==> src/rtl/bcr_pkg.sv <==
// ----------------------------------------------------------------------------
// bcr_pkg
// shared types and constants for the midpoint circle rasterizer
// ----------------------------------------------------------------------------
package bcr_pkg;

  localparam int CENTER_W    = 12;
  localparam int RADIUS_W    = 11;
  localparam int STEP_X_W    = 12;
  localparam int STEP_Y_W    = 13;
  localparam int DEC_W       = 16;
  localparam int PIX_W       = 14;
  localparam int COORD_BITS_DEF = 12;

  localparam int POINTS_PER_STEP = 8;
  localparam int IDX_W           = $clog2(POINTS_PER_STEP);
  localparam logic [IDX_W-1:0] IDX_LAST = IDX_W'(POINTS_PER_STEP - 1);

  localparam int QUEUE_DEPTH = 2;
  localparam int QPTR_W      = $clog2(QUEUE_DEPTH);
  localparam int QCNT_W      = $clog2(QUEUE_DEPTH + 1);

  // decision variable constants
  localparam logic signed [DEC_W-1:0] DEC_INIT     = DEC_W'(3);
  localparam logic signed [DEC_W-1:0] DEC_INC_HOLD = DEC_W'(6);
  localparam logic signed [DEC_W-1:0] DEC_INC_MOVE = DEC_W'(10);

  typedef enum logic {
    MODE_START   = 1'b0,
    MODE_ADVANCE = 1'b1
  } mode_e;

  // one step of work handed from front to back
  typedef struct packed {
    logic                is_done;
    logic [CENTER_W-1:0] cx;
    logic [CENTER_W-1:0] cy;
    logic [STEP_X_W-1:0] x;
    logic [STEP_Y_W-1:0] y;
  } cmd_t;

endpackage

==> src/rtl/bcr_front.sv <==
// ----------------------------------------------------------------------------
// bcr_front
// accepts start / advance words, keeps the octant walk, issues step commands
// ----------------------------------------------------------------------------
module bcr_front
  import bcr_pkg::*;
#(
  parameter int COORD_BITS = COORD_BITS_DEF
) (
  input  logic                clk_i,
  input  logic                rst_ni,
  input  logic                in_valid_i,
  output logic                in_stall_o,
  input  logic                mode_i,
  input  logic [CENTER_W-1:0] center_x_i,
  input  logic [CENTER_W-1:0] center_y_i,
  input  logic [RADIUS_W-1:0] radius_i,
  output logic                push_o,
  output cmd_t                push_cmd_o,
  input  logic                q_full_i
);

  localparam logic [CENTER_W-1:0] CenterMask =
    (COORD_BITS >= CENTER_W) ? {CENTER_W{1'b1}} : CENTER_W'((1 << COORD_BITS) - 1);

  logic [STEP_X_W-1:0]        step_x_q, step_x_d;
  logic signed [STEP_Y_W-1:0] step_y_q, step_y_d;
  logic signed [DEC_W-1:0]    dec_q, dec_d;
  logic [CENTER_W-1:0]        cx_q, cx_d, cy_q, cy_d;
  logic                       drawing_q, drawing_d;

  logic                       accept;
  logic                       is_start;
  logic                       walk_ok;
  logic [STEP_X_W-1:0]        x_cur;
  logic signed [STEP_Y_W-1:0] y_cur;
  logic signed [DEC_W-1:0]    d_cur;
  logic signed [DEC_W-1:0]    d_inc;
  logic signed [PIX_W-1:0]    x_ext, y_ext, xy_diff;

  assign in_stall_o = q_full_i;
  assign accept     = in_valid_i && !q_full_i;
  assign is_start   = (mode_e'(mode_i) == MODE_START);

  // x <= y, signed compare on the stored walk
  assign walk_ok = drawing_q &&
    ($signed({{(PIX_W-STEP_X_W){1'b0}}, step_x_q}) <=
     $signed({{(PIX_W-STEP_Y_W){step_y_q[STEP_Y_W-1]}}, step_y_q}));

  always_comb begin
    x_cur = is_start ? '0 : step_x_q;
    y_cur = is_start ? $signed({{(STEP_Y_W-RADIUS_W){1'b0}}, radius_i}) : step_y_q;
    d_cur = is_start
      ? DEC_INIT - $signed({{(DEC_W-RADIUS_W-1){1'b0}}, radius_i, 1'b0})
      : dec_q;
    x_ext   = $signed({{(PIX_W-STEP_X_W){1'b0}}, x_cur});
    y_ext   = $signed({{(PIX_W-STEP_Y_W){y_cur[STEP_Y_W-1]}}, y_cur});
    xy_diff = x_ext - y_ext;
    if (d_cur[DEC_W-1]) begin
      d_inc = $signed({{(DEC_W-PIX_W){1'b0}}, x_ext[PIX_W-3:0], 2'b00}) + DEC_INC_HOLD;
    end else begin
      d_inc = $signed({{(DEC_W-PIX_W){xy_diff[PIX_W-1]}}, xy_diff[PIX_W-3:0], 2'b00})
              + DEC_INC_MOVE;
    end
  end

  always_comb begin
    step_x_d  = step_x_q;
    step_y_d  = step_y_q;
    dec_d     = dec_q;
    cx_d      = cx_q;
    cy_d      = cy_q;
    drawing_d = drawing_q;

    push_cmd_o.is_done = 1'b0;
    push_cmd_o.cx      = is_start ? (center_x_i & CenterMask) : cx_q;
    push_cmd_o.cy      = is_start ? (center_y_i & CenterMask) : cy_q;
    push_cmd_o.x       = x_cur;
    push_cmd_o.y       = y_cur;

    if (accept) begin
      if (is_start || walk_ok) begin
        cx_d      = push_cmd_o.cx;
        cy_d      = push_cmd_o.cy;
        drawing_d = 1'b1;
        dec_d     = d_cur + d_inc;
        step_y_d  = d_cur[DEC_W-1] ? y_cur : y_cur - STEP_Y_W'(1);
        step_x_d  = x_cur + STEP_X_W'(1);
      end else begin
        drawing_d          = 1'b0;
        push_cmd_o.is_done = 1'b1;
      end
    end
  end

  assign push_o = accept;

  always_ff @(posedge clk_i or negedge rst_ni) begin
    if (!rst_ni) begin
      step_x_q  <= '0;
      step_y_q  <= '0;
      dec_q     <= '0;
      cx_q      <= '0;
      cy_q      <= '0;
      drawing_q <= 1'b0;
    end else begin
      step_x_q  <= step_x_d;
      step_y_q  <= step_y_d;
      dec_q     <= dec_d;
      cx_q      <= cx_d;
      cy_q      <= cy_d;
      drawing_q <= drawing_d;
    end
  end

endmodule

==> src/rtl/bcr_queue.sv <==
// ----------------------------------------------------------------------------
// bcr_queue
// short command fifo between front and back
// ----------------------------------------------------------------------------
module bcr_queue
  import bcr_pkg::*;
(
  input  logic clk_i,
  input  logic rst_ni,
  input  logic push_i,
  input  cmd_t push_cmd_i,
  output logic full_o,
  output logic valid_o,
  output cmd_t cmd_o,
  input  logic pop_i
);

  cmd_t              mem_q [QUEUE_DEPTH];
  logic [QPTR_W-1:0] wr_ptr_q, rd_ptr_q;
  logic [QCNT_W-1:0] count_q;

  assign full_o  = (count_q == QCNT_W'(QUEUE_DEPTH));
  assign valid_o = (count_q != '0);
  assign cmd_o   = mem_q[rd_ptr_q];

  always_ff @(posedge clk_i) begin
    if (push_i) begin
      mem_q[wr_ptr_q] <= push_cmd_i;
    end
  end

  always_ff @(posedge clk_i or negedge rst_ni) begin
    if (!rst_ni) begin
      wr_ptr_q <= '0;
      rd_ptr_q <= '0;
      count_q  <= '0;
    end else begin
      if (push_i) begin
        wr_ptr_q <= (wr_ptr_q == QPTR_W'(QUEUE_DEPTH - 1)) ? '0 : wr_ptr_q + QPTR_W'(1);
      end
      if (pop_i) begin
        rd_ptr_q <= (rd_ptr_q == QPTR_W'(QUEUE_DEPTH - 1)) ? '0 : rd_ptr_q + QPTR_W'(1);
      end
      if (push_i && !pop_i) begin
        count_q <= count_q + QCNT_W'(1);
      end else if (pop_i && !push_i) begin
        count_q <= count_q - QCNT_W'(1);
      end
    end
  end

endmodule

==> src/rtl/bcr_back.sv <==
// ----------------------------------------------------------------------------
// bcr_back
// expands a step into its eight symmetric points, one per cycle unless stalled
// ----------------------------------------------------------------------------
module bcr_back
  import bcr_pkg::*;
(
  input  logic                    clk_i,
  input  logic                    rst_ni,
  input  logic                    q_valid_i,
  input  cmd_t                    q_cmd_i,
  output logic                    pop_o,
  output logic                    out_valid_o,
  input  logic                    out_stall_i,
  output logic signed [PIX_W-1:0] pixel_x_o,
  output logic signed [PIX_W-1:0] pixel_y_o,
  output logic                    last_of_step_o,
  output logic                    circle_done_o
);

  cmd_t                    cmd_q;
  logic                    active_q;
  logic [IDX_W-1:0]        idx_q;
  logic                    out_valid_q;
  logic signed [PIX_W-1:0] px_q, py_q, px_d, py_d;
  logic                    last_q, done_q, last_d;

  logic                    out_free, issue, last_issue;
  logic signed [PIX_W-1:0] cx_e, cy_e, x_e, y_e, a_e, b_e;

  assign out_free   = !out_valid_q || !out_stall_i;
  assign issue      = active_q && out_free;
  assign last_issue = issue && (cmd_q.is_done || idx_q == IDX_LAST);
  assign pop_o      = q_valid_i && (!active_q || last_issue);

  always_comb begin
    cx_e = $signed({{(PIX_W-CENTER_W){1'b0}}, cmd_q.cx});
    cy_e = $signed({{(PIX_W-CENTER_W){1'b0}}, cmd_q.cy});
    x_e  = $signed({{(PIX_W-STEP_X_W){1'b0}}, cmd_q.x});
    y_e  = $signed({{(PIX_W-STEP_Y_W){cmd_q.y[STEP_Y_W-1]}}, cmd_q.y});
    // upper half of the step swaps x and y
    a_e  = idx_q[2] ? y_e : x_e;
    b_e  = idx_q[2] ? x_e : y_e;
    if (cmd_q.is_done) begin
      px_d   = '0;
      py_d   = '0;
      last_d = 1'b1;
    end else begin
      px_d   = idx_q[0] ? cx_e - a_e : cx_e + a_e;
      py_d   = idx_q[1] ? cy_e - b_e : cy_e + b_e;
      last_d = (idx_q == IDX_LAST);
    end
  end

  always_ff @(posedge clk_i) begin
    if (pop_o) begin
      cmd_q <= q_cmd_i;
    end
    if (issue) begin
      px_q   <= px_d;
      py_q   <= py_d;
      last_q <= last_d;
      done_q <= cmd_q.is_done;
    end
  end

  always_ff @(posedge clk_i or negedge rst_ni) begin
    if (!rst_ni) begin
      active_q    <= 1'b0;
      idx_q       <= '0;
      out_valid_q <= 1'b0;
    end else begin
      if (pop_o) begin
        active_q <= 1'b1;
        idx_q    <= '0;
      end else if (last_issue) begin
        active_q <= 1'b0;
      end else if (issue) begin
        idx_q <= idx_q + IDX_W'(1);
      end
      if (issue) begin
        out_valid_q <= 1'b1;
      end else if (!out_stall_i) begin
        out_valid_q <= 1'b0;
      end
    end
  end

  assign out_valid_o    = out_valid_q;
  assign pixel_x_o      = px_q;
  assign pixel_y_o      = py_q;
  assign last_of_step_o = last_q;
  assign circle_done_o  = done_q;

endmodule

==> src/rtl/bresenham_circle_rasterizer.sv <==
// ----------------------------------------------------------------------------
// bresenham_circle_rasterizer
// midpoint circle rasterizer with eight-way symmetry
// ----------------------------------------------------------------------------
// usage:
//   input channel (in_valid_i / in_stall_o) takes one word per accepted edge;
//   mode 0 starts a circle at center_x/center_y with radius, mode 1 advances
//   the octant walk by one step
//   output channel (out_valid_o / out_stall_i) gives eight point words per
//   step, last_of_step_o high on the eighth; an advance after the walk has
//   crossed the diagonal (or with no circle active) gives one word with
//   circle_done_o and last_of_step_o high and zero coordinates
// path: an accepted word is written into the command queue, then popped
//   into the back end's command register and sent out from the output register
// throughput: the back end puts out one point per cycle while the output is
//   not stalled; the front keeps taking words back to back until the
//   two-entry command queue fills
// reset: clears the walk state (no circle active), empties the queue and
//   drops any pending output word
// stall: a stalled output word holds; the back end stops, the queue fills,
//   and then in_stall_o rises
// ----------------------------------------------------------------------------
module bresenham_circle_rasterizer
  import bcr_pkg::*;
#(
  parameter int COORD_BITS = COORD_BITS_DEF
) (
  input  logic                    clk_i,
  input  logic                    rst_ni,
  input  logic                    in_valid_i,
  output logic                    in_stall_o,
  input  logic                    mode_i,
  input  logic [CENTER_W-1:0]     center_x_i,
  input  logic [CENTER_W-1:0]     center_y_i,
  input  logic [RADIUS_W-1:0]     radius_i,
  output logic                    out_valid_o,
  input  logic                    out_stall_i,
  output logic signed [PIX_W-1:0] pixel_x_o,
  output logic signed [PIX_W-1:0] pixel_y_o,
  output logic                    last_of_step_o,
  output logic                    circle_done_o
);

  // front to queue
  logic push;
  cmd_t push_cmd;
  logic q_full;

  // queue to back
  logic q_valid;
  cmd_t q_cmd;
  logic pop;

  // front: classifies each word and advances the walk at accept time
  bcr_front #(
    .COORD_BITS (COORD_BITS)
  ) u_front (
    .clk_i      (clk_i),
    .rst_ni     (rst_ni),
    .in_valid_i (in_valid_i),
    .in_stall_o (in_stall_o),
    .mode_i     (mode_i),
    .center_x_i (center_x_i),
    .center_y_i (center_y_i),
    .radius_i   (radius_i),
    .push_o     (push),
    .push_cmd_o (push_cmd),
    .q_full_i   (q_full)
  );

  // decouples the walk from point output
  bcr_queue u_queue (
    .clk_i      (clk_i),
    .rst_ni     (rst_ni),
    .push_i     (push),
    .push_cmd_i (push_cmd),
    .full_o     (q_full),
    .valid_o    (q_valid),
    .cmd_o      (q_cmd),
    .pop_i      (pop)
  );

  // back: one symmetric point per cycle into the output register unless stalled
  bcr_back u_back (
    .clk_i          (clk_i),
    .rst_ni         (rst_ni),
    .q_valid_i      (q_valid),
    .q_cmd_i        (q_cmd),
    .pop_o          (pop),
    .out_valid_o    (out_valid_o),
    .out_stall_i    (out_stall_i),
    .pixel_x_o      (pixel_x_o),
    .pixel_y_o      (pixel_y_o),
    .last_of_step_o (last_of_step_o),
    .circle_done_o  (circle_done_o)
  );

endmodule
==> config.mk <==
export PLATFORM = sky130hd
export DESIGN_NAME = bresenham_circle_rasterizer
export DESIGN_NICKNAME = d
export VERILOG_FILES = /design/src/rtl/bcr_pkg.sv /design/src/rtl/bcr_front.sv /design/src/rtl/bcr_queue.sv /design/src/rtl/bcr_back.sv /design/src/rtl/bresenham_circle_rasterizer.sv
export SDC_FILE = /design/constraint.sdc
export NUM_CORES = 1
export LEC_CHECK = 0
export BUFFER_PORTS_ARGS = -buffer_cell sky130_fd_sc_hd__buf_4
export CAP_MARGIN = 5
export CORE_UTILIZATION = 62
export DETAILED_ROUTE_END_ITERATION = 12
export PLACE_DENSITY_LB_ADDON = 0.12
export SYNTH_ARGS = -nofsm -noshare
export SYNTH_HDL_FRONTEND = slang
export SYNTH_SLANG_ARGS = --single-unit
export TNS_END_PERCENT = 30
==> constraint.sdc <==
create_clock -name clk_i -period 7.6 [get_ports clk_i]
set_input_delay 1.52 -clock clk_i [delete_from_list [all_inputs] [get_ports clk_i]]
set_output_delay 1.52 -clock clk_i [all_outputs]
set_load 0.02 [all_outputs]
==> results of run 1 <==
==> per-stage QoR <==
stage          hold slack [ns]  worst slack (ns)   util  instance area (µm²)  total power (W)
6_report                 0.476              1.60  0.716                15700          0.00720
5_1_grt                  0.500              1.29  0.716                15700          0.00769
4_1_cts                  0.483              1.68  0.716                15700          0.00723
3_5_place_dp             0.470              1.12  0.676                14900          0.00592
3_3_place_gp             0.464              1.28  0.676                14900          0.00581
2_1_floorplan            0.424              1.07      -                14000          0.00505
==> cell usage in the layout, fill, tap and decap left out, types with 4 or more instances in the layout <==
master,n
edfxtp_1,180
mux2_2,109
nand2_1,97
nor2_1,85
buf_4,82
dfrtp_1,73
ha_1,70
inv_1,59
o21ai_0,57
xor2_1,51
xnor2_1,50
a21oi_1,49
nor3_1,38
mux2i_1,33
clkbuf_16,27
nand3_1,23
a21o_1,16
nand2b_1,14
and2_1,13
nor2b_1,13
a31oi_1,12
and3_1,9
or3_1,8
nor3b_1,8
a211oi_1,7
or2_2,7
clkbuf_1,7
clkbuf_8,6
o211ai_1,5
nand4_1,5
o31ai_1,5
nor4_1,4
o21ai_1,4
o21a_1,4
o21bai_1,4
fa_1,4
clkinv_2,4
==> logic make-up after synthesis <==
| kind of cell | Yosys count | share of synthesized area |
|---|---|---|
| buffers and inverters | 101 | 0.0274 |
| DFF | 254 | 0.518 |
| xor gates and xnor gates | 101 | 0.0631 |
| muxes | 143 | 0.112 |
| and+or+nand+nor | 347 | 0.122 |
| adders and majority gates | 74 | 0.0682 |
| AOI/OAI and AO/OA | 198 | 0.0896 |
==> worst min-delay path by stage <==
stage / slack (ns) / start / endpoint
floorplan: 0.42 / u_back.cmd_q[49] / u_back.circle_done_o
global placement: 0.46 / u_front.dec_q[14] / u_front.dec_q[14]
detailed placement: 0.47 / u_front.dec_q[14] / u_front.dec_q[14]
CTS: 0.48 / u_front.dec_q[14] / u_front.dec_q[14]
global route: 0.50 / u_front.dec_q[1] / u_front.dec_q[1]
finish: 0.48 / u_front.dec_q[14] / u_front.dec_q[14]
==> worst max-delay path, cell delays in order <==
cell and delay [ns]:
buf_4 0.38, mux2_2 0.45, ha_1 0.25, fa_1 0.40, nand2b_1 0.22, a2111o_1 0.39
o211ai_1 0.19, o2111ai_1 0.24, or3_1 0.38, xnor2_1 0.13, mux2i_1 0.19, ha_1 0.29
or2_2 0.28, a21oi_1 0.21, a31oi_1 0.10, a31o_2 0.31, and4b_1 0.18, a211oi_1 0.20
nand2_1 0.08
==> power by group through the flow <==
stage	logic (W)	clock network (W)	registers, W
finish	0.00345	0.00128	0.00247
global route	0.00382	0.00136	0.00252
CTS	0.00346	0.00131	0.00247
detailed placement	0.00343	0	0.00249
global placement	0.00335	0	0.00247
floorplan	0.00256	0	0.00249
==> flip-flops by register name (all words and copies together) (netlist names) <==
register               flops
u_front.dec_q             15
u_queue.mem_q            100
u_front.step_x_q          12
u_front.drawing_q          1
u_front.cx_q              12
u_back.pixel_y_o          14
u_back.cmd_q              50
u_back.out_valid_o         1
u_queue.rd_ptr_q           1
u_front.cy_q              12
u_back.pixel_x_o          14
u_back.idx_q               3
u_back.circle_done_o       1
u_front.step_y_q          13
u_back.active_q            1
u_back.last_of_step_o      1
u_queue.wr_ptr_q           1
u_queue.count_q            2
==> per-layer routing <==
| layer | track usage | up-vias |
|---|---|---|
| li1 | - | 4567 |
| met1 | 0.356 | 4448 |
| met2 | 0.422 | 221 |
| met3 | 0.0384 | 36 |
| met4 | 0.0734 | 0 |
| met5 | 0 | - |
==> final cells by class <==
type,instances,area share
clock buffer,40,0.0499
clock inverter,10,0.00596
inverter,59,0.0141
multi-input combinational,863,0.407
sequential,254,0.461
tap,280,0.0223
timing repair buffer,82,0.0391
==> out/results.tsv, run 1 <==
stage	metric	value	unit
outcome	status	finished with violations	
outcome	failing checks	DRC	
placement	Placed Cells	1538	
detailed_routing	M1 WL	13.5	mm
floorplan	Placeable Area	0.0220	mm²
timing	RSZ-0062 raised after global routing	false	
floorplan	Die Wd	152	µm
layout	layout cells sized above 1	0.195	
logic_synthesis	EDFF count, synth	180	
placement	RD Place Congestion	0.893	
detailed_routing	DRT iter0 DRCs	605	
logic_synthesis	Netlist cell types	70	
global_routing	vias in the first global route	9027	
logic_synthesis	syn nets	1332	
worst_setup_path	Crit path arrival time	6.41	ns
pwr	combinational share of power	0.479	
worst_setup_path	CP max FO	35	
detailed_routing	Post-DRT Antenna Nets	0	
timing	fin crit share	0.789	
worst_setup_path	reg2reg start	u_front.step_y_q[0]	
placement	Post-DP HPWL	20.8	mm
clock_network	H-tree depth	1	
layout	final std cells w/o fill	1588	
clock_network	Worst-Skew Late Latency	0.54	ns
timing	final hold violations	0	
detailed_routing	metal3 WL	1.64	mm
global_routing	largest net degree at the start of global routing	75	
placement	Buffers on Ports	71	
clock_network	clock root buffer	clkbuf_16	
pwr	sw power	0.00278	W
logic_synthesis	sequential fraction of the synthesis area	0.518	
pwr	Clock power frac	0.178	
clock_network	hold_buf cts	0	
logic_synthesis	Post-synth top flop	edfxtp_1	
worst_setup_path	CP endpoint kind	register	
worst_setup_path	Crit Path Category	in2reg	
layout	area delta synth->final	12.3	%
pwr	Reg power frac	0.343	
layout	final net count	1401	
detailed_routing	met2 routed WL	13.8	mm
timing	TNS Setup	0	ns
clock_network	CTS resizes	0	
timing	shortest period the worst path allows	6.00	ns
logic_synthesis	Post-synth top cells	edfxtp_1, mux2_2, nand2_1, nor2_1, dfrtp_1	
layout	area of the multi-input gates	0.00641	mm²
detailed_routing	top routing layer in use	met4	
logic_synthesis	top-count cell post-synth	edfxtp_1	
clock_network	CTS max path bufs	3	
pwr	Leak	6.37	nW
detailed_routing	via density per instance	5.84	
pwr	Switching Fraction	0.386	
worst_setup_path	Worst Reg-to-Reg Cells	18	
logic_synthesis	cell area after synthesis	0.0140	mm²
logic_synthesis	flops & latches, synth	254	
detailed_routing	vias	9272	
clock_network	# Post-CTS Setup Buffers	0	
logic_synthesis	ys async rst share	0.291	
logic_synthesis	Syn Area/Cell	11.5	µm²
worst_setup_path	crit path to	u_front.dec_q[15]	
timing	max-slew violations	0	
logic_synthesis	synth top area cells	edfxtp_1, dfrtp_1, mux2_2, ha_1, xor2_1	
detailed_routing	drt pass-1 iters	9	
timing	FMAX	0.167	GHz
global_routing	initial antenna violation count	0	
run	maxcap violations	0	
logic_synthesis	top-area cell type share of the netlist area	0.386	
pwr	Cell Pwr Density	458	mW/mm²
logic_synthesis	Syn Inst Count	1218	
pwr	maximum vdd drop	0.000266	V
timing	Slew HR	0.208	
global_routing	global-route wire length before repair	46.9	mm
timing	Clock Skew	0.0161	ns
detailed_routing	WL per Instance	18.6	µm
layout	# fillers	1546	
floorplan	Initial Utilization	0.638	
global_routing	total gr overflow	0	
worst_setup_path	register-to-register setup slack	2.68	ns
detailed_routing	Post-Route WL	29.5	mm
logic_synthesis	YS warnings	0	
min_path	hold crit path type	reg2reg	
logic_synthesis	Synth area leader	edfxtp_1	
worst_setup_path	worst r2r dst	u_front.dec_q[15]	
worst_setup_path	origin of the worst setup path	mode_i	
layout	Reg area	0.00726	mm²
clock_network	CTS tree	built	
floorplan	Die Footprint	0.0232	mm²
timing	Tightest Pin Transition	1.19	ns
timing	Final setup viols	0	
floorplan	Die Y	152	µm
worst_setup_path	Critical Path RT	8.02	ns
pwr	P_int	0.00442	W
floorplan	row count	54	
worst_setup_path	CP Launch Type	input pin	
floorplan	boundary pin count	72	
min_path	WHS Path Cells	2	
clock_network	cts bufs inserted	27	
detailed_routing	drc violations	5	
clock_network	number of clock sinks	254	
layout	n_diodes	0	
global_routing	GR Util All Layers	0.257	
clock_network	clk slew on worst S/H paths	0.05	ns
Power figures use the tool's default switching activity.
==> run 2, diff against run 1 <==
--- a/config.mk
+++ b/config.mk
@@ -7,7 +7,7 @@
 export LEC_CHECK = 0
 export BUFFER_PORTS_ARGS = -buffer_cell sky130_fd_sc_hd__buf_4
 export CAP_MARGIN = 5
-export CORE_UTILIZATION = 62
+export CORE_UTILIZATION = 56
 export DETAILED_ROUTE_END_ITERATION = 12
 export PLACE_DENSITY_LB_ADDON = 0.12
 export SYNTH_ARGS = -nofsm -noshare
==> constraint.sdc (replaced) <==
create_clock -name clk_i -period 5 [get_ports clk_i]
set_input_delay 1 -clock clk_i [delete_from_list [all_inputs] [get_ports clk_i]]
set_output_delay 1 -clock clk_i [all_outputs]
set_load 0.02 [all_outputs]
==> run 2 against run 1 <==
Compared with the run above: the run now ends clean; critical path depth unchanged; core utilization down 5.0 points; first-iteration DRC count up 21%; clock power up 59%; cell area up 3.7%; via count up 2.8%; hold slack worse by 0.11 ns; power up 56%; sequential power up 52%; combinational power up 57%.
==> out/results.tsv, run 2 (synthesis results as in run 1) <==
stage	metric	value	unit
global_routing	global-route wire length before repair	49.7	mm
placement	placed cell area	0.0154	mm²
clock_network	number of clock sinks	254	
worst_setup_path	Crit Path Category	in2reg	
timing	FMAX	0.222	GHz
placement	Placement Setup Slack	-0.0742	ns
layout	most frequent cells in the layout	edfxtp_1, buf_4, mux2_2	
layout	Largest Register	u_queue.mem_q	
worst_setup_path	Crit path arrival time	4.93	ns
timing	Slew HR	0.353	
pwr	Reg power frac	0.335	
timing	Final setup viols	0	
pwr	sw power	0.00428	W
clock_network	Worst-Skew Late Latency	0.55	ns
detailed_routing	Post-DRT Antenna Nets	0	
floorplan	Die Y	160	µm
worst_setup_path	Worst Reg-to-Reg Cells	18	
timing	Tightest Pin Transition	0.968	ns
clock_network	cts bufs inserted	27	
timing	RSZ-0062 raised after global routing	false	
worst_setup_path	CP Launch Type	input pin	
pwr	maximum vdd drop	0.000421	V
layout	layout cells sized above 1	0.236	
timing	fin crit share	0.899	
layout	number of flip-flops in the largest register	100	
pwr	combinational share of power	0.484	
run	maxcap violations	0	
timing	shortest period the worst path allows	4.50	ns
floorplan	row count	57	
clock_network	CTS resizes	0	
layout	most common cell after layout, fill and taps aside	edfxtp_1	
worst_setup_path	CP max FO	4	
layout	Reg area	0.00726	mm²
detailed_routing	drc violations	0	
worst_setup_path	register-to-register setup slack	0.71	ns
global_routing	GR Util All Layers	0.244	
detailed_routing	Post-Route WL	30.0	mm
worst_setup_path	CP endpoint kind	register	
global_routing	largest net degree at the start of global routing	61	
layout	area delta synth->final	16.5	%
clock_network	H-tree depth	1	
floorplan	Placeable Area	0.0245	mm²
floorplan	boundary pin count	72	
pwr	P_int	0.00695	W
detailed_routing	vias	9530	
clock_network	clock root buffer	clkbuf_16	
timing	final hold violations	0	
floorplan	Die Footprint	0.0257	mm²
worst_setup_path	worst r2r dst	u_front.dec_q[15]	
floorplan	Initial Utilization	0.573	
layout	area of the multi-input gates	0.00646	mm²
placement	RD Place Congestion	0.906	
layout	Final Util	0.667	
clock_network	CTS max path bufs	3	
min_path	hold crit path type	in2async	
pwr	Cell Pwr Density	688	mW/mm²
placement	Buffers on Ports	71	
pwr	Switching Fraction	0.381	
timing	final worst slack	0.505	ns
timing	max-slew violations	0	
global_routing	vias in the first global route	9506	
detailed_routing	via density per instance	5.64	
pwr	Clock power frac	0.181	
worst_setup_path	reg2reg start	u_front.step_y_q[0]	
pwr	Leak	6.68	nW
placement	Post-DP HPWL	21.9	mm
layout	Largest regs	u_queue.mem_q (100), u_back.cmd_q (50), u_front.dec_q (15)	
clock_network	clk slew on worst S/H paths	0.06	ns
clock_network	# Post-CTS Setup Buffers	0	
detailed_routing	drt pass-1 iters	5	
worst_setup_path	origin of the worst setup path	mode_i	
detailed_routing	DRT iter0 DRCs	731	
clock_network	hold_buf cts	0	
outcome	status	finished, final reports clean	
floorplan	Die Wd	160	µm
worst_setup_path	Critical Path RT	5.43	ns
clock_network	CTS tree	built	
global_routing	initial antenna violation count	1	
layout	n_diodes	0	
layout	final net count	1459	
global_routing	total gr overflow	0	
layout	# fillers	1898	
layout	Final Cell Area	0.0163	mm²
worst_setup_path	crit path to	u_front.dec_q[15]	
timing	Clock Skew	0.0120	ns
detailed_routing	WL per Instance	17.8	µm
==> run 2: cell types whose count changed in the layout (fill, tap and decap cells not counted), sizes merged <==
| cell | previous run | this run |
|---|---|---|
| buf | 82 | 140 |
| bufinv | 1 | 3 |
| clkbuf | 40 | 37 |
| clkinv | 7 | 8 |
==> run 2: stage by stage <==
step	total power (W)	hold WS, ns	setup TNS, ns	instances
2_1_floorplan	0.00771	0.424	-0.106	1218
3_3_place_gp	0.00910	0.457	-0.00708	1640
3_5_place_dp	0.00923	0.471	-0.0742	1640
4_1_cts	0.0113	0.362	0	1690
5_1_grt	0.0121	0.370	0	1690
6_report	0.0112	0.366	0	1690
==> run 2: cell type report <==
cell class	instances	share of cell area
timing repair buffer	140	0.0652
clock inverter	13	0.0100
clock buffer	37	0.0456
inverter	59	0.0136
tap	324	0.0249
multi-input combinational	863	0.396
sequential	254	0.445
==> run 2: how the worst min path moves through the flow <==
| stage | start | end | slack [ns] | depth (start not counted) |
|---|---|---|---|---|
| after floorplan | u_back.cmd_q[49] | u_back.circle_done_o | 0.42 | 0 |
| after global placement | u_front.dec_q[3] | u_front.dec_q[3] | 0.46 | 2 |
| after detailed placement | u_front.dec_q[5] | u_front.dec_q[5] | 0.47 | 2 |
| after CTS | rst_ni | u_front.cy_q[9] | 0.36 | 1 |
| after global routing | rst_ni | u_front.cy_q[9] | 0.37 | 1 |
| final | rst_ni | u_front.cy_q[9] | 0.37 | 1 |
==> run 2: worst max-delay path, cell delays in order <==
cell	delay, ns
buf_4	0.11
mux2_2	0.37
ha_4	0.18
fa_2	0.36
nand2b_4	0.16
a2111o_1	0.37
o211ai_1	0.12
o2111ai_1	0.18
or3_1	0.42
xnor2_1	0.16
mux2i_1	0.09
ha_1	0.29
or2_4	0.23
a21oi_2	0.13
a31oi_1	0.08
a31o_2	0.25
and4b_1	0.17
a211oi_1	0.17
nand2_1	0.08
==> run 2: power groups by stage <==
stage	Clock (W)	Sequential [W]	Combinational [W]
2_1_floorplan	0	0.00379	0.00392
3_5_place_dp	0	0.00379	0.00544
5_1_grt	0.00216	0.00384	0.00607
6_report	0.00204	0.00376	0.00543
4_1_cts	0.00208	0.00376	0.00548
3_3_place_gp	0	0.00376	0.00535
==> run 2: routing by layer <==
| metal | GRT usage | vias up | wire, µm |
|---|---|---|---|
| met5 | 0 | - | 0 |
| met4 | 0.0727 | 0 | 785 |
| met3 | 0.0244 | 55 | 977 |
| met2 | 0.392 | 181 | 13600 |
| met1 | 0.353 | 4623 | 14600 |
| li1 | - | 4671 | - |
==> run 3, diff against run 2 <==
--- a/config.mk
+++ b/config.mk
@@ -5,7 +5,7 @@
 export SDC_FILE = /design/constraint.sdc
 export NUM_CORES = 1
 export LEC_CHECK = 0
-export BUFFER_PORTS_ARGS = -buffer_cell sky130_fd_sc_hd__buf_4
+export BUFFER_PORTS_ARGS = -buffer_cell sky130_fd_sc_hd__buf_2
 export CAP_MARGIN = 5
 export CORE_UTILIZATION = 56
 export DETAILED_ROUTE_END_ITERATION = 12
==> constraint.sdc (replaced) <==
create_clock -name clk_i -period 5 [get_ports clk_i]
set_input_delay 0 -clock clk_i [delete_from_list [all_inputs] [get_ports clk_i]]
set_output_delay 0 -clock clk_i [all_outputs]
set_load 0.02 [all_outputs]
==> run 3 against run 2 <==
Compared with the run above: global-route usage shrank 0.70 points; largest cell class unchanged; count of clock-buffer cells in the layout fell by 4; hold slack lost 0.35 ns; clock power barely moved; cell area is 1.4% lower; critical path type is now reg2reg.
==> out/results.tsv, run 3 (synthesis results as in run 1) <==
stage	metric	value	unit
outcome	status	finished, final reports clean	
global_routing	total gr overflow	0	
layout	Largest Register	u_queue.mem_q	
pwr	Reg power frac	0.342	
placement	RD Place Congestion	0.890	
pwr	Switching Fraction	0.385	
layout	# fillers	1896	
layout	most common cell after layout, fill and taps aside	edfxtp_1	
layout	layout cells sized above 1	0.201	
run	maxcap violations	0	
timing	Clock Skew	0.0136	ns
detailed_routing	via density per instance	5.63	
worst_setup_path	Crit path arrival time	5.18	ns
layout	most frequent cells in the layout	edfxtp_1, mux2_2, nand2_1	
placement	Buffers on Ports	71	
min_path	Worst Min Path Start	radius_i[7]	
clock_network	Worst-Skew Late Latency	0.56	ns
floorplan	row count	57	
global_routing	vias in the first global route	8972	
worst_setup_path	Crit path top cell by count	ha_1	
timing	Final setup viols	0	
timing	TNS Setup	0	ns
clock_network	cts bufs inserted	27	
worst_setup_path	origin of the worst setup path	u_front.step_y_q[0]	
detailed_routing	vias	9415	
min_path	hold crit path type	in2reg	
layout	n_diodes	0	
worst_setup_path	Largest stage delay, worst path	0.41	ns
floorplan	Initial Utilization	0.573	
worst_setup_path	CP Launch Type	register	
floorplan	Die Wd	160	µm
global_routing	GR Util All Layers	0.237	
clock_network	H-tree depth	1	
layout	final std cells w/o fill	1673	
layout	Reg area	0.00726	mm²
worst_setup_path	reg2reg start	u_front.step_y_q[0]	
timing	Slew HR	0.268	
worst_setup_path	Critical Path RT	5.43	ns
layout	final net count	1442	
clock_network	CTS max path bufs	3	
timing	max-slew violations	0	
global_routing	initial antenna violation count	0	
pwr	Pwr Total	0.0110	W
worst_setup_path	critical path's slowest cell	dfrtp_1	
worst_setup_path	CP max FO	5	
detailed_routing	DRT iter0 DRCs	589	
pwr	Clock power frac	0.187	
pwr	maximum vdd drop	0.000406	V
placement	Post-DP HPWL	20.9	mm
clock_network	number of clock sinks	254	
layout	area of the multi-input gates	0.00643	mm²
pwr	combinational share of power	0.471	
worst_setup_path	Crit Path Category	reg2reg	
timing	final hold violations	0	
pwr	Leak	6.52	nW
placement	Placed Cells	1590	
worst_setup_path	CP Buf/Inv Count	0	
floorplan	Die Y	160	µm
pwr	Cell Pwr Density	685	mW/mm²
pwr	P_int	0.00678	W
worst_setup_path	CP cell instances	mux2_2, ha_1, fa_1, nand2b_1, a2111o_1, o211ai_1, o2111ai_2, or3_1, xnor2_1, mux2i_1, ha_1, or2_2, a21oi_2, a31oi_1, a31o_2, and4b_1, a211oi_1, nand2_1	
layout	area delta synth->final	14.8	%
floorplan	Placeable Area	0.0245	mm²
global_routing	global-route wire length before repair	48.0	mm
worst_setup_path	delay-heaviest family, CP	compound AO/OA/AOI/OAI gates	
timing	FMAX	0.211	GHz
floorplan	Die Footprint	0.0257	mm²
detailed_routing	WL per Instance	17.8	µm
global_routing	largest net degree at the start of global routing	71	
floorplan	boundary pin count	72	
timing	shortest period the worst path allows	4.75	ns
pwr	sw power	0.00424	W
detailed_routing	drc violations	0	
clock_network	clk slew on worst S/H paths	0.06	ns
worst_setup_path	CP endpoint kind	register	
clock_network	clock root buffer	clkbuf_16	
layout	Largest regs	u_queue.mem_q (100), u_back.cmd_q (50), u_front.dec_q (15)	
detailed_routing	drt pass-1 iters	6	
clock_network	CTS tree	built	
layout	number of flip-flops in the largest register	100	
timing	Tightest Pin Transition	1.09	ns
detailed_routing	Post-Route WL	29.8	mm
detailed_routing	Post-DRT Antenna Nets	0	
timing	fin crit share	0.950	
==> run 3: changes by cell type in the layout (fill, tap and decap cells not counted), moves of 2 or more <==
| cell | previous run | this run |
|---|---|---|
| buf_4 | 139 | 21 |
| buf_2 | 0 | 69 |
| dlygate4sd3_1 | 0 | 31 |
| clkbuf_1 | 7 | 5 |
| clkbuf_8 | 3 | 1 |
| clkinv_2 | 5 | 7 |
==> run 3: power groups by stage <==
stage	registers, W	clock network, W	logic (W)
after CTS	0.00376	0.00209	0.00520
final	0.00377	0.00206	0.00519
after global placement	0.00376	0	0.00506
after floorplan	0.00379	0	0.00389
after detailed placement	0.00380	0	0.00513
after global routing	0.00385	0.00217	0.00580
==> run 3: layer usage <==
metal  track usage  share of wire  vias to the layer above
li1              -              -                     4650
met1         0.355           0.49                     4514
met2         0.369           0.45                      212
met3        0.0278          0.043                       39
met4        0.0558          0.019                        0
met5             0              0                        -
==> run 3: what timing repair did <==
| action | 4_1_cts | 5_1_grt |
|---|---|---|
| resized for setup | 0 | 6 |
| setup buffers | 0 | 2 |
| hold endpoints to repair | 158 | 0 |
| endpoints found under the setup margin | 0 | 1 |
| hold buffers | 31 | 0 |
==> run 3: worst paths after layout <==
check,to,slack (ns),cells after the start
min,u_queue.mem_q[1][7],0.02,4
min in group asynchronous,u_front.cx_q[3],0.18,3
min reg2reg,u_front.dec_q[7],0.48,2
max,u_front.dec_q[15],0.25,18
max reg2reg,u_front.dec_q[15],0.25,18
max in group asynchronous,u_queue.rd_ptr_q,3.49,3
==> run 3: final cells by class <==
class / instances / share of cell area
Sequential cell: 254 / 0.451
Clock buffer: 33 / 0.0440
Clock inverter: 17 / 0.0128
Inverter: 59 / 0.0138
Timing Repair Buffer: 123 / 0.0531
Multi-Input combinational cell: 863 / 0.400
Tap cell: 324 / 0.0252
==> run 3: metrics by stage <==
| step | hold WS (ns) | area (µm²) | utilization | worst slack [ns] |
|---|---|---|---|---|
| floorplan | -0.296 | 14000 | - | 0.137 |
| global placement | -0.0782 | 14800 | 0.606 | 0.306 |
| detailed placement | -0.0771 | 14800 | 0.606 | 0.188 |
| CTS | 0.00601 | 16000 | 0.656 | 0.170 |
| global route | 0.0220 | 16100 | 0.658 | -0.0114 |
| finish | 0.0198 | 16100 | 0.658 | 0.251 |
==> run 3: tightest hold or removal path, cell delays in order <==
cell	delay, ns
buf_2	0.16
mux2i_1	0.08
buf_4	0.15
inv_1	0.07
